`src/design/pprc_pkg.sv`:
```
// pprc_pkg: shared constants, register codes and the sequencer control bundle
// for the pulse peak rate counter. No dependencies.

package pprc_pkg;

    // Default sizing
    localparam int MAX_WINDOW_DEF  = 256;
    localparam int SAMPLE_BITS_DEF = 12;

    // Register and field widths
    localparam int WLEN_W     = 9;
    localparam int SKIP_W     = 8;
    localparam int RATIO_W    = 9;
    localparam int BPM_W      = 8;
    localparam int CFG_DATA_W = 9;
    localparam int CFG_IDX_W  = 2;
    localparam int PEAK_W     = 8;
    localparam int BPM_OUT_W  = 15;
    localparam int RATIO_FRAC = 8;   // Q1.8 threshold ratio

    localparam int MIN_WINDOW = 3;

    // Register reset values
    localparam logic [WLEN_W-1:0]  WLEN_RST  = WLEN_W'(250);
    localparam logic [SKIP_W-1:0]  SKIP_RST  = SKIP_W'(12);
    localparam logic [RATIO_W-1:0] RATIO_RST = RATIO_W'(77);
    localparam logic [BPM_W-1:0]   BPM_RST   = BPM_W'(12);

    typedef enum logic [CFG_IDX_W-1:0] {
        CFG_WINDOW_LENGTH   = 2'd0,
        CFG_SKIP_AFTER_PEAK = 2'd1,
        CFG_THRESHOLD_RATIO = 2'd2,
        CFG_BPM_PER_PEAK    = 2'd3
    } cfg_idx_t;

    // Sequencer to datapath/top control
    typedef struct packed {
        logic in_rdy;     // collecting samples
        logic ld;         // store sample, accumulate sum
        logic clr_sum;    // drop running sum
        logic sm_start;   // smoothing pass begins
        logic sm_mul;     // N * x
        logic sm_diff;    // d = N*x - S
        logic s_wr;       // write a smoothed value
        logic s_first;    // smoothed index 0 (end sample)
        logic s_last;     // smoothed index N-1 (end sample)
        logic thr_ld;     // latch threshold, reset peak state
        logic pk_step;    // one peak scan step
        logic pk_center;  // scan window holds a full triple
        logic fin;        // window done, load result
    } ctrl_t;

endpackage

```
`src/design/pprc_seq.sv`:
```
// pprc_seq: sequencer for the pulse peak rate counter. Runs sample collection,
// the smoothing pass, threshold setup and the peak scan. Depends on pprc_pkg.

module pprc_seq
    import pprc_pkg::*;
#(
    parameter int MAX_WINDOW = MAX_WINDOW_DEF,
    localparam int NB = $clog2(MAX_WINDOW + 1),
    localparam int AW = $clog2(MAX_WINDOW)
)
(
    input  logic          clk,
    input  logic          rst_n,
    input  logic [NB-1:0] n,
    input  logic          in_accept,
    input  logic          wlen_wr,
    input  logic          out_free,
    output ctrl_t         ctrl,
    output logic [AW-1:0] fill_addr,
    output logic [AW-1:0] x_raddr,
    output logic [AW-1:0] s_waddr,
    output logic [AW-1:0] s_raddr,
    output logic [AW-1:0] pk_idx
);

    typedef enum logic [8:0] {
        ST_LOAD    = 9'b000000001,
        ST_SM_RD0  = 9'b000000010,
        ST_SM_MUL  = 9'b000000100,
        ST_SM_DIFF = 9'b000001000,
        ST_SM_SUM  = 9'b000010000,
        ST_SM_END  = 9'b000100000,
        ST_THR     = 9'b001000000,
        ST_PK_EVAL = 9'b010000000,
        ST_FIN     = 9'b100000000
    } state_t;

    state_t        state_reg, state_next;
    logic [AW-1:0] fill_reg, fill_next;
    logic [AW-1:0] idx_reg, idx_next;
    logic          last_idx;

    assign last_idx = (NB'(idx_reg) == (n - NB'(1)));

    always_comb
    begin
        state_next = state_reg;
        fill_next  = fill_reg;
        idx_next   = idx_reg;
        ctrl       = '0;
        unique case (state_reg)
            ST_LOAD:
            begin
                ctrl.in_rdy = 1'b1;
                if (wlen_wr)
                begin
                    fill_next    = '0;
                    ctrl.clr_sum = 1'b1;
                end
                else if (in_accept)
                begin
                    ctrl.ld = 1'b1;
                    if ((NB'(fill_reg) + NB'(1)) == n)
                    begin
                        fill_next  = '0;
                        idx_next   = '0;
                        state_next = ST_SM_RD0;
                    end
                    else
                    begin
                        fill_next = fill_reg + 1'b1;
                    end
                end
            end
            ST_SM_RD0:
            begin
                ctrl.sm_start = 1'b1;
                state_next    = ST_SM_MUL;
            end
            ST_SM_MUL:
            begin
                ctrl.sm_mul = 1'b1;
                state_next  = ST_SM_DIFF;
            end
            ST_SM_DIFF:
            begin
                ctrl.sm_diff = 1'b1;
                state_next   = ST_SM_SUM;
            end
            ST_SM_SUM:
            begin
                // writes s[idx-1] once d[idx] is known
                ctrl.s_wr    = (idx_reg != '0);
                ctrl.s_first = (idx_reg == AW'(1));
                if (last_idx)
                begin
                    state_next = ST_SM_END;
                end
                else
                begin
                    idx_next   = idx_reg + 1'b1;
                    state_next = ST_SM_MUL;
                end
            end
            ST_SM_END:
            begin
                ctrl.s_wr   = 1'b1;
                ctrl.s_last = 1'b1;
                state_next  = ST_THR;
            end
            ST_THR:
            begin
                ctrl.thr_ld = 1'b1;
                idx_next    = '0;
                state_next  = ST_PK_EVAL;
            end
            ST_PK_EVAL:
            begin
                ctrl.pk_step   = 1'b1;
                ctrl.pk_center = (NB'(idx_reg) >= NB'(2));
                if (last_idx)
                begin
                    state_next = ST_FIN;
                end
                else
                begin
                    idx_next = idx_reg + 1'b1;
                end
            end
            ST_FIN:
            begin
                if (out_free)
                begin
                    ctrl.fin     = 1'b1;
                    ctrl.clr_sum = 1'b1;
                    state_next   = ST_LOAD;
                end
            end
            default:
            begin
                state_next = ST_LOAD;
            end
        endcase
    end

    // Read address runs one ahead in the states that prefetch the next entry
    assign fill_addr = fill_reg;
    assign x_raddr   = (state_reg == ST_SM_SUM) ? (idx_reg + 1'b1) : idx_reg;
    assign s_waddr   = (state_reg == ST_SM_END) ? idx_reg : (idx_reg - 1'b1);
    assign s_raddr   = (state_reg == ST_PK_EVAL) ? (idx_reg + 1'b1) : '0;
    assign pk_idx    = idx_reg;

    always_ff @(posedge clk or negedge rst_n)
    begin
        if (!rst_n)
        begin
            state_reg <= ST_LOAD;
            fill_reg  <= '0;
            idx_reg   <= '0;
        end
        else
        begin
            state_reg <= state_next;
            fill_reg  <= fill_next;
            idx_reg   <= idx_next;
        end
    end

endmodule

```
`config.mk`:
```
export PLATFORM = sky130hd
export DESIGN_NAME = pprc_seq
export DESIGN_NICKNAME = d
export VERILOG_FILES = /design/src/design/pprc_pkg.sv /design/src/design/pprc_seq.sv
export SDC_FILE = /design/constraint.sdc
export NUM_CORES = 1
export LEC_CHECK = 0
export ABC_AREA = 1
export BUFFER_PORTS_ARGS = -buffer_cell sky130_fd_sc_hd__buf_4
export CORE_ASPECT_RATIO = 0.9
export CORE_MARGIN = 2
export CORE_UTILIZATION = 50
export DETAILED_ROUTE_END_ITERATION = 12
export MAX_ROUTING_LAYER = met4
export PLACE_DENSITY_LB_ADDON = 0.15
export SLEW_MARGIN = 15
export SYNTH_ARGS = -nofsm -noshare
export SYNTH_HDL_FRONTEND = slang
export SYNTH_SLANG_ARGS = --single-unit
```
`constraint.sdc`:
```
create_clock -name clk -period 2.37 [get_ports clk]
set_input_delay 0.237 -clock clk [delete_from_list [all_inputs] [get_ports clk]]
set_output_delay 0.237 -clock clk [all_outputs]
set_load 0.05 [all_outputs]
```
# Word level (Yosys, flattened, before mapping)

Index checks and enable logic that the tools add are counted.

Equality and inequality tests: 18
Reductions and logical operators: 7
$lt $le $gt $ge: 1
Muxes and demuxes: 33
Add/subtract/negate cells: 5

Operator list:

| operator                                             | number |
|---|---|
| case mux 9 bit (9 select lines)                      | 1 |
| 2-to-1 mux 8 bit                                     | 10 |
| 2-to-1 mux 9 bit                                     | 5 |
| case mux 8 bit (3 select lines)                      | 1 |
| adder 8 x 1 -> 8 bit (second input constant)         | 2 |
| != test 2 bit (second input constant)                | 6 |
| 2-to-1 mux 1 bit                                     | 11 |
| AND reduction 5 bit                                  | 2 |
| adder 8 x 1 -> 9 bit (second input constant)         | 1 |
| equality test 8 x 9 -> 1 bit                         | 1 |
| equality test 9 x 1 -> 1 bit (second input constant) | 1 |
| equality test 9 x 2 -> 1 bit (second input constant) | 1 |
| equality test 9 x 3 -> 1 bit (second input constant) | 1 |
| equality test 9 x 4 -> 1 bit (second input constant) | 1 |
| equality test 9 x 5 -> 1 bit (second input constant) | 1 |
| equality test 9 x 6 -> 1 bit (second input constant) | 1 |
| equality test 9 x 7 -> 1 bit (second input constant) | 1 |
| equality test 9 x 8 -> 1 bit (second input constant) | 1 |
| equality test 9 bit                                  | 1 |
| equality test 9 bit (second input constant)          | 1 |
| subtractor 9 x 1 -> 9 bit (second input constant)    | 1 |
| equality test 8 x 1 -> 1 bit (second input constant) | 1 |
| >= comparator 8 x 2 -> 1 bit (second input constant) | 1 |
| nonzero test 8 bit                                   | 1 |
| other kinds (8)                                      | 10 |

Register bits: 25
Output and inout port bits: 53
Input port bits: 14

# Depth between registers and ports, before layout

Gate-level depths: netlist (run 1).

Depth after elaboration: 6
Gate-level depth with buffers: 15

# Least setup slack after synthesis (run 1)

Ideal clock, no wire load.

Path kind: reg2out
From: reg idx_reg[0] (netlist: pk_idx[0])
To: out x_raddr[7]
Cell stages (with the launch flop): 8
Path slack: -617 ps
Path buffers: 1
Data arrival time: 2750 ps
Data required time: 2133 ps
Cells stage by stage: dfrtp_1 buf_2 inv_1 nor3_1 nand4_1 nor2_1 xnor2_1 o21ai_0

Cells in the longest elaborated chain, start to end: 2

RTL lines:

| item                   | RTL line        | RTL |
|---|---|---|
| from (decl)            | pprc_seq.sv:40  | `logic [AW-1:0] idx_reg, idx_next;` |
| from (signal assigned) | pprc_seq.sv:165 | `idx_reg <= idx_next;` |
| adder 8 x 1 -> 8 bit   | pprc_seq.sv:148 | `assign x_raddr = (state_reg == ST_SM_SUM) ? (idx_reg + 1'b1) : idx_reg;` |
| 2-to-1 mux 8 bit       | pprc_seq.sv:148 |  |
| to (decl)              | pprc_seq.sv:20  | `output logic [AW-1:0] x_raddr,` |

No other way between the ends.

# Worst setup path after layout (run 1)

From: reg state_reg[0]
To: out s_waddr[7]

Cells in the longest elaborated chain, start to end: 2

RTL lines:

| item                         | RTL line        | RTL |
|---|---|---|
| from (decl)                  | pprc_seq.sv:38  | `state_t state_reg, state_next;` |
| from (signal assigned)       | pprc_seq.sv:163 | `state_reg <= state_next;` |
| equality test 9 x 6 -> 1 bit | pprc_seq.sv:149 | `assign s_waddr = (state_reg == ST_SM_END) ? idx_reg : (idx_reg - 1'b1);` |
| 2-to-1 mux 8 bit             | pprc_seq.sv:149 |  |
| to (decl)                    | pprc_seq.sv:21  | `output logic [AW-1:0] s_waddr,` |

No other way between the ends.

==> results.json, run 1 <==
{
  "status": "finished, final reports clean",
  "die-area_um2": 5410,
  "area_growth_pct": 31.4,
  "critPathMaxStageDelay_ps": 590,
  "numCtsBuffers": 3,
  "grt_util_met2_pct": 40.2,
  "wire_per_inst_um": 13.1,
  "vias": 2629,
  "hold_viol_final": 0,
  "io_pins": 67,
  "cts_tree": "built",
  "wl_um": 6690,
  "layout_common_cells": "nand2_1, buf_4, nand3_1, inv_1, nor2_1",
  "top_usage_layer": "met2",
  "cts_buffer_depth": 2,
  "avgSynthCellArea_um2": 6.43,
  "synth_seq_area_share_pct": 25.9,
  "n_antenna_cell": 0,
  "hold_class": "input pin to register",
  "drt_iter0_markers": 147,
  "p_per_area_nw_per_um2": 459,
  "die_h_um": 70.0,
  "start_kind": "register",
  "synth_nets": 396,
  "cp-startpoint": "state_reg[0]",
  "fmax_ghz": 0.428,
  "vias_per_cell": 5.13,
  "p_leak_nw": 1.62,
  "fin_setup_tns_ps": 0,
  "layout_commonest_cell": "nand2_1",
  "maxCapViolations": 0,
  "grt_first_pass_wirelength_um": 10800,
  "grt_usage_pct": 25.6,
  "max-vdd-ir-drop_mv": 0.654,
  "grt-ovfl-total": 0,
  "max-slew-margin-rel_pct": 57.8,
  "total_power_mw": 1.46,
  "required_ps": 2130,
  "slew_violations": 0,
  "use_met3_pct": 3.75,
  "reg2regPathDepth": 14,
  "crit_chain": "nor2_4 > nand2_2 > nor2_4 > nand4_1 > nand4_1 > nor2_2 > nand4_1 > xnor2_1 > buf_4",
  "r2r_start": "state_reg[0]",
  "worstMarginPinSlew_ps": 629,
  "coreArea_um2": 4550,
  "critical_path_arrival_ps": 2100,
  "dp_hpwl_um": 5050,
  "hold_slack_ps": 272,
  "gp_congestion": 0.910,
  "endpoint_kind": "output pin",
  "clkSinkCount": 25,
  "whs_path_depth": 4,
  "drive_above_1_share_pct": 29.8,
  "setup_ws_ps": 34.3,
  "synth_cell_type_count": 37,
  "cp_slowest_cell": "dfstp_2",
  "crit_type": "register to output pin",
  "ant_nets": 0,
  "finalSetupViolCount": 0,
  "clk_pin_slew_worst_paths_ps": 100,
  "timing.final.crit_share_pct": 98.6,
  "fin_worst_skew_ps": 2.76,
  "drc": 0,
  "met1_usage_pct": 35.5,
  "cp_max_fo": 4,
  "grt_max_degree": 26,
  "fillers": 426,
  "largest_reg_flops": 9,
  "clock_latency_ps": 280,
  "ys_ff_latch": 25,
  "hp-start": "out_free",
  "crit_top_cell": "nand4_1",
  "synthCells": 376,
  "grt_pass1_vias": 2332,
  "synthesis.area_um2": 2420,
  "htreeDepth": 1,
  "cts-root-buf": "clkbuf_8",
  "portBuffers": 66,
  "nets": 471,
  "preCtsSetupSlack_ps": 207,
  "num_rows": 23,
  "start_util_pct": 53.2,
  "antenna_found_initial": 0,
  "finalCriticalPeriod_ps": 2340,
  "rsz0062_at_grt": "yes",
  "drt-pass1-iter-count": 4,
  "synth_warnings": 0,
  "die_w_um": 77.3
}
layer usage:
layer  vias to the layer above  wire length, um
met4                         0               36
met2                       108             3040
met3                         4              485
met5                         -                0
met1                      1184             3130
li1                       1333                -
Yosys cell counts, drive strengths merged:
cell type | number | area share [%]
nor3 | 4 | 1.0
xnor2 | 4 | 1.4
and2 | 1 | 0.26
nand3 | 48 | 11
buf | 7 | 2.1
xor2 | 16 | 6.1
nor2 | 58 | 12
o22ai | 1 | 0.26
clkbuf | 3 | 0.47
nand2 | 112 | 19
nor3b | 2 | 0.62
ha | 6 | 3.1
dfrtp | 24 | 25
dfstp | 1 | 1.1
o21bai | 2 | 0.62
clkinv | 2 | 0.31
nor4 | 1 | 0.26
a21oi | 3 | 0.78
inv | 51 | 8.0
o21ai | 20 | 4.1
a22oi | 1 | 0.31
nand4 | 9 | 3.0
what timing repair did:
item                                   in CTS  in global routing
cloned                                      0                  0
endpoints found under the hold margin      24                  0
setup buffers                               5                  4
pin swaps                                   2                  7
setup endpoints to repair                   7                 17
resized for setup                           3                 11
hold buffers                                1                  0
layout make-up:
class	instances	area, um2	share of cell area (%)
tap	62	77.6	2.44
inverter	53	206	6.50
timing repair buffer	80	616	19.4
multi-input combinational	288	1600	50.4
sequential	25	628	19.8
clock buffer	3	41.3	1.30
clock inverter	1	7.51	0.236
critical path, delay by kind of cell, from the launching register on:
family	cells	cell delay [ps]
buf+inv	1	230
flops	1	590
simple gates	7	780
xor+xnor	1	210
report_power, final:
| part | internal, mW | switching (mW) |
|---|---|---|
| Clock | 0.120 | 0.160 |
| Combinational | 0.200 | 0.477 |
| Sequential | 0.458 | 0.0430 |
metrics by stage:
stage / std cells / utilization, % / area, um2
6_report: 512 / 69.9 / 3180
5_1_grt: 512 / 69.9 / 3180
4_1_cts: 508 / 68.3 / 3110
3_5_place_dp: 498 / 65.7 / 2990
3_3_place_gp: 498 / 65.7 / 2990
2_1_floorplan: 376 / - / 2450
kinds of logic (layout without fill, tap and decap cells):
family | Yosys count | after routing | synth area share [%]
AND/OR/NAND/NOR | 235 | 235 | 46.4
buffers and inverters | 63 | 137 | 10.9
AO/OA/AOI/OAI | 27 | 27 | 6.11
flip-flops | 25 | 25 | 25.9
XOR/XNOR | 20 | 20 | 7.56
adder cells (fa/ha/maj) | 6 | 6 | 3.11
final timing paths:
check	endpoint	slack, ps
setup / recovery	s_waddr[7]	30
hold / removal	state_reg[8]	270
setup reg to reg	pk_idx[5]	200
hold reg to reg	state_reg[0]	510
max in group asynchronous	state_reg[0]	1670
min in group asynchronous	fill_addr[6]	400
(Power assumes the default switching activity.)
==> run 2: changes to the inputs <==
--- a/config.mk
+++ b/config.mk
@@ -9,7 +9,7 @@
 export BUFFER_PORTS_ARGS = -buffer_cell sky130_fd_sc_hd__buf_4
 export CORE_ASPECT_RATIO = 0.9
 export CORE_MARGIN = 2
-export CORE_UTILIZATION = 50
+export CORE_UTILIZATION = 40
 export DETAILED_ROUTE_END_ITERATION = 12
 export MAX_ROUTING_LAYER = met4
 export PLACE_DENSITY_LB_ADDON = 0.15
==> run 2 against run 1 <==
Net effect: sequential share of layout area is 0.071 points higher; sequential power hardly changed; clock power is essentially flat; clock-buffer cell count did not move; worst hold slack improved by 12 ps; die area grew 24%; critical path type unchanged; critical endpoint unchanged.
==> results.json, run 2 (synthesis gave the netlist of run 1 again) <==
{
  "status": "finished, final reports clean",
  "vias": 2558,
  "layout_common_cells": "nand2_1, buf_4, nand3_1, inv_1, nor2_1",
  "final_util_pct": 55.2,
  "portBuffers": 66,
  "largest_reg_flops": 9,
  "io_pins": 67,
  "timing.final.crit_share_pct": 96.3,
  "start_kind": "register",
  "max-slew-margin-rel_pct": 54.9,
  "clkSinkCount": 25,
  "crit_type": "register to output pin",
  "preCtsSetupSlack_ps": 237,
  "fillers": 583,
  "num_rows": 26,
  "numCtsBuffers": 3,
  "endpoint_kind": "output pin",
  "nets": 470,
  "total_power_mw": 1.46,
  "critPathMaxStageDelay_ps": 580,
  "grt_max_degree": 26,
  "maxCapViolations": 0,
  "fin_worst_skew_ps": 5.99,
  "htreeDepth": 1,
  "r2r_start": "state_reg[0]",
  "reg2reg_to": "pk_idx[7]",
  "cp_max_fo": 4,
  "finalCriticalPeriod_ps": 2280,
  "clock_latency_ps": 280,
  "grt_pass1_vias": 2363,
  "start_util_pct": 42.0,
  "slew_violations": 0,
  "cp-startpoint": "state_reg[0]",
  "rrSetupSlack_ps": 330,
  "drc": 0,
  "ant_nets": 0,
  "p_leak_nw": 1.62,
  "drt-pass1-iter-count": 4,
  "gp_congestion": 0.868,
  "drt_iter0_markers": 108,
  "cp_slowest_cell": "dfstp_2",
  "area_growth_pct": 31.5,
  "stdcell_count": 519,
  "rsz0062_at_grt": "yes",
  "antenna_found_initial": 0,
  "cts_tree": "built",
  "grt-ovfl-total": 0,
  "wire_per_inst_um": 13.0,
  "vias_per_cell": 4.93,
  "setup.worst_path.end": "s_waddr[7]",
  "crit_top_cell": "nand4_1",
  "dp_hpwl_um": 5260,
  "fin_setup_tns_ps": 0,
  "hold_viol_final": 0,
  "reg2regPathDepth": 14,
  "die_w_um": 85.9,
  "critical_path_arrival_ps": 2050,
  "cts_buffer_depth": 2,
  "grt_first_pass_wirelength_um": 11300,
  "worstMarginPinSlew_ps": 673,
  "required_ps": 2130,
  "finalSetupViolCount": 0,
  "max-vdd-ir-drop_mv": 0.419,
  "fmax_ghz": 0.438,
  "drive_above_1_share_pct": 29.8,
  "grt_usage_pct": 21.4,
  "setup_ws_ps": 87.6,
  "die-area_um2": 6680,
  "cts-root-buf": "clkbuf_8",
  "hold_class": "input pin to register",
  "wl_um": 6730,
  "crit_chain": "nor2_4 > nand2_4 > nor2_4 > nand4_1 > nand4_1 > nor2_1 > nand4_1 > xnor2_1 > buf_4",
  "coreArea_um2": 5760,
  "p_per_area_nw_per_um2": 460,
  "clk_pin_slew_worst_paths_ps": 100,
  "dp_cells": 504,
  "layout_commonest_cell": "nand2_1",
  "n_antenna_cell": 0,
  "die_h_um": 77.8
}
## run 2: cell count changes in the layout (fill, tap and decap cells not counted)
cell / before / now
dfrtp_2: 1 / 3
dfrtp_1: 23 / 21
nor3_4: 1 / 2
nor2_2: 9 / 8
nand2_2: 6 / 5
nor3_2: 1 / 0
nor2_1: 38 / 39
buf_12: 1 / 0
nand2_4: 2 / 3
## run 2: final cells by class
class	count	area (um2)	share of cell area, %
Timing Repair Buffer	79	596	18.7
Sequential cell	25	631	19.8
Inverter	53	206	6.50
Tap cell	70	87.6	2.76
Clock buffer	3	41.3	1.30
Clock inverter	1	7.51	0.236
Multi-Input combinational cell	288	1610	50.6
## run 2: timing repair
action                                  4_1_cts  5_1_grt
buffers inserted                              7        3
endpoints found under the setup margin        8       21
hold buffers                                  1        0
resized for setup                             7       10
endpoints found under the hold margin        24        0
pin swaps                                     5        6
## run 2: through the flow
step	area [um2]	hold slack, ps
after floorplan	2450	-58.6
after global placement	2980	164
after global routing	3180	328
final	3180	285
after CTS	3110	284
after detailed placement	2980	163
## run 2: worst min path at each step
stage,start,endpoint,slack [ps],depth (start not counted)
after detailed placement,rst_n,fill_addr[1],160,1
after global placement,rst_n,fill_addr[0],160,1
after floorplan,rst_n,fill_addr[0],-60,0
after global routing,out_free,state_reg[8],330,4
after CTS,out_free,state_reg[8],280,4
final,out_free,state_reg[8],280,4
## run 2: per-layer routing
layer	wire, um	GRT usage, %	share of wire [%]	up-vias
met5	0	-	0	-
met4	62	4.92	0.92	0
li1	-	-	-	1324
met1	3150	30.9	47	1156
met3	446	2.87	6.6	6
met2	3070	31.8	46	72
## run 2: report_power, final
part,switching [mW],internal [mW],total (mW)
Combinational,0.470,0.213,0.683
Clock,0.162,0.120,0.282
Sequential,0.0398,0.458,0.498
Total,0.671,0.791,1.46
## run 2: critical path: cells and delay by family (launching register included)
family	cells	cell delay, ps
buffers and inverters	1	230
flip-flops	1	580
AND/OR/NAND/NOR	7	760
XOR/XNOR	1	190
==> run 3: changes to the inputs <==
--- a/config.mk
+++ b/config.mk
@@ -6,11 +6,11 @@
 export NUM_CORES = 1
 export LEC_CHECK = 0
 export ABC_AREA = 1
-export BUFFER_PORTS_ARGS = -buffer_cell sky130_fd_sc_hd__buf_4
 export CORE_ASPECT_RATIO = 0.9
 export CORE_MARGIN = 2
 export CORE_UTILIZATION = 40
 export DETAILED_ROUTE_END_ITERATION = 12
+export DONT_BUFFER_PORTS = 1
 export MAX_ROUTING_LAYER = met4
 export PLACE_DENSITY_LB_ADDON = 0.15
 export SLEW_MARGIN = 15
==> run 3 against run 2 <==
Net effect: register-to-register slack worse by 80 ps; combinational power down 4.1%; worst hold slack worse by 88 ps; worst setup slack worse by 4.0 ps; clock-buffer cell count unchanged; sequential cell count unchanged; clock skew up 4.8 ps; sequential power down 3%; clock power down 3%; die area unchanged; non-clock buffer count down 16.
==> results.json, run 3 (synthesis gave the netlist of run 1 again) <==
{
  "total_power_mw": 1.41,
  "wire_per_inst_um": 13.5,
  "cts-root-buf": "clkbuf_8",
  "required_ps": 2130,
  "grt_pass1_vias": 2281,
  "cp_max_fo": 4,
  "endpoint_kind": "output pin",
  "p_per_area_nw_per_um2": 449,
  "start_kind": "register",
  "hold_class": "input pin to register",
  "die_w_um": 85.9,
  "gp_congestion": 0.926,
  "stdcell_count": 503,
  "fin_worst_skew_ps": 10.7,
  "die_h_um": 77.8,
  "finalSetupViolCount": 0,
  "n_antenna_cell": 0,
  "coreArea_um2": 5760,
  "timing.final.crit_share_pct": 96.5,
  "antenna_found_initial": 0,
  "area_growth_pct": 30.2,
  "wl_um": 6810,
  "dp_cells": 488,
  "drt_iter0_markers": 136,
  "p_leak_nw": 1.55,
  "rsz0062_at_grt": "yes",
  "die-area_um2": 6680,
  "numCtsBuffers": 3,
  "grt-ovfl-total": 0,
  "io_pins": 67,
  "vias_per_cell": 4.98,
  "grt_usage_pct": 21.6,
  "finalCriticalPeriod_ps": 2290,
  "maxCapViolations": 0,
  "hold_viol_final": 0,
  "clock_latency_ps": 280,
  "fmax_ghz": 0.437,
  "grt_first_pass_wirelength_um": 11300,
  "grt_max_degree": 26,
  "num_rows": 26,
  "max-slew-margin-rel_pct": 57.6,
  "layout_common_cells": "nand2_1, buf_4, nand3_1, inv_1, nor2_1",
  "drive_above_1_share_pct": 27.3,
  "drc": 0,
  "ant_nets": 0,
  "cts_buffer_depth": 2,
  "fin_setup_tns_ps": 0,
  "status": "finished, final reports clean",
  "nets": 454,
  "clkSinkCount": 25,
  "clk_pin_slew_worst_paths_ps": 100,
  "htreeDepth": 1,
  "cts_tree": "built",
  "dp_hpwl_um": 5350,
  "max-vdd-ir-drop_mv": 0.357,
  "worstMarginPinSlew_ps": 632,
  "vias": 2506,
  "portBuffers": 0,
  "crit_type": "register to output pin",
  "critical_path_arrival_ps": 2050,
  "largest_reg_flops": 9,
  "final_util_pct": 54.7,
  "layout_commonest_cell": "nand2_1",
  "slew_violations": 0,
  "fillers": 585,
  "start_util_pct": 42.0,
  "drt-pass1-iter-count": 4
}
run 3: cell count changes in the layout (fill, tap and decap cells not counted), sizes merged:
cell      delta
buf         -16
clkinv       -1
clkinvlp     +1
run 3: layout make-up:
type | count | area, um2 | area share [%]
clock inverters | 1 | 7.51 | 0.239
flip-flops and latches | 25 | 628 | 20.0
well taps | 70 | 87.6 | 2.78
repair buffers | 63 | 576 | 18.3
multi-input cells | 288 | 1600 | 50.8
inverters | 53 | 209 | 6.64
clock buffers | 3 | 41.3 | 1.31
run 3: power breakdown:
part           switching (mW)  internal [mW]
combinational           0.462          0.193
clock                   0.154          0.120
sequential             0.0255          0.458
total                   0.641          0.771
run 3: what timing repair did:
item                                    CTS  global route
endpoints found under the hold margin    25             0
pin swaps                                 3             4
hold buffers                              2             0
endpoints found under the setup margin    3            20
buffers inserted                          6             3
resized for setup                         3            11
run 3: critical path, stage by stage, from the launching register on:
cell and delay, ps:
dfstp_2 590, nor2_4 50, nand2_2 80, nor2_2 40
nand4_1 180, nand4_1 170, nor2_2 150, nand4_1 120
xnor2_1 160, buf_4 220
run 3: metal layers:
layer / share of wire [%] / GRT usage, % / routed length, um
met4: 0.62 / 4.13 / 42
met5: 0 / - / 0
met1: 49 / 30.6 / 3340
met3: 5.0 / 3.51 / 344
met2: 45 / 32.6 / 3080
run 3: path summary, 6_finish.rpt:
kind                       slack, ps          from  cells after the start      endpoint
setup / recovery                  80  state_reg[0]                      9    s_waddr[7]
hold / removal                   200      out_free                      3  state_reg[8]
setup reg to reg                 250  state_reg[0]                     14     pk_idx[0]
hold reg to reg                  510  state_reg[0]                      2  state_reg[0]
max in group asynchronous       1740         rst_n                      2  state_reg[0]
min in group asynchronous        400         rst_n                      2  fill_addr[6]
run 3: metrics by stage:
step,instance area (um2),setup WS (ps),hold WS [ps]
global placement,2950,325,-58.1
global route,3150,-88.1,199
CTS,3080,19.3,185
finish,3150,83.6,196
detailed placement,2950,309,-58.0
floorplan,2450,-239,-58.6
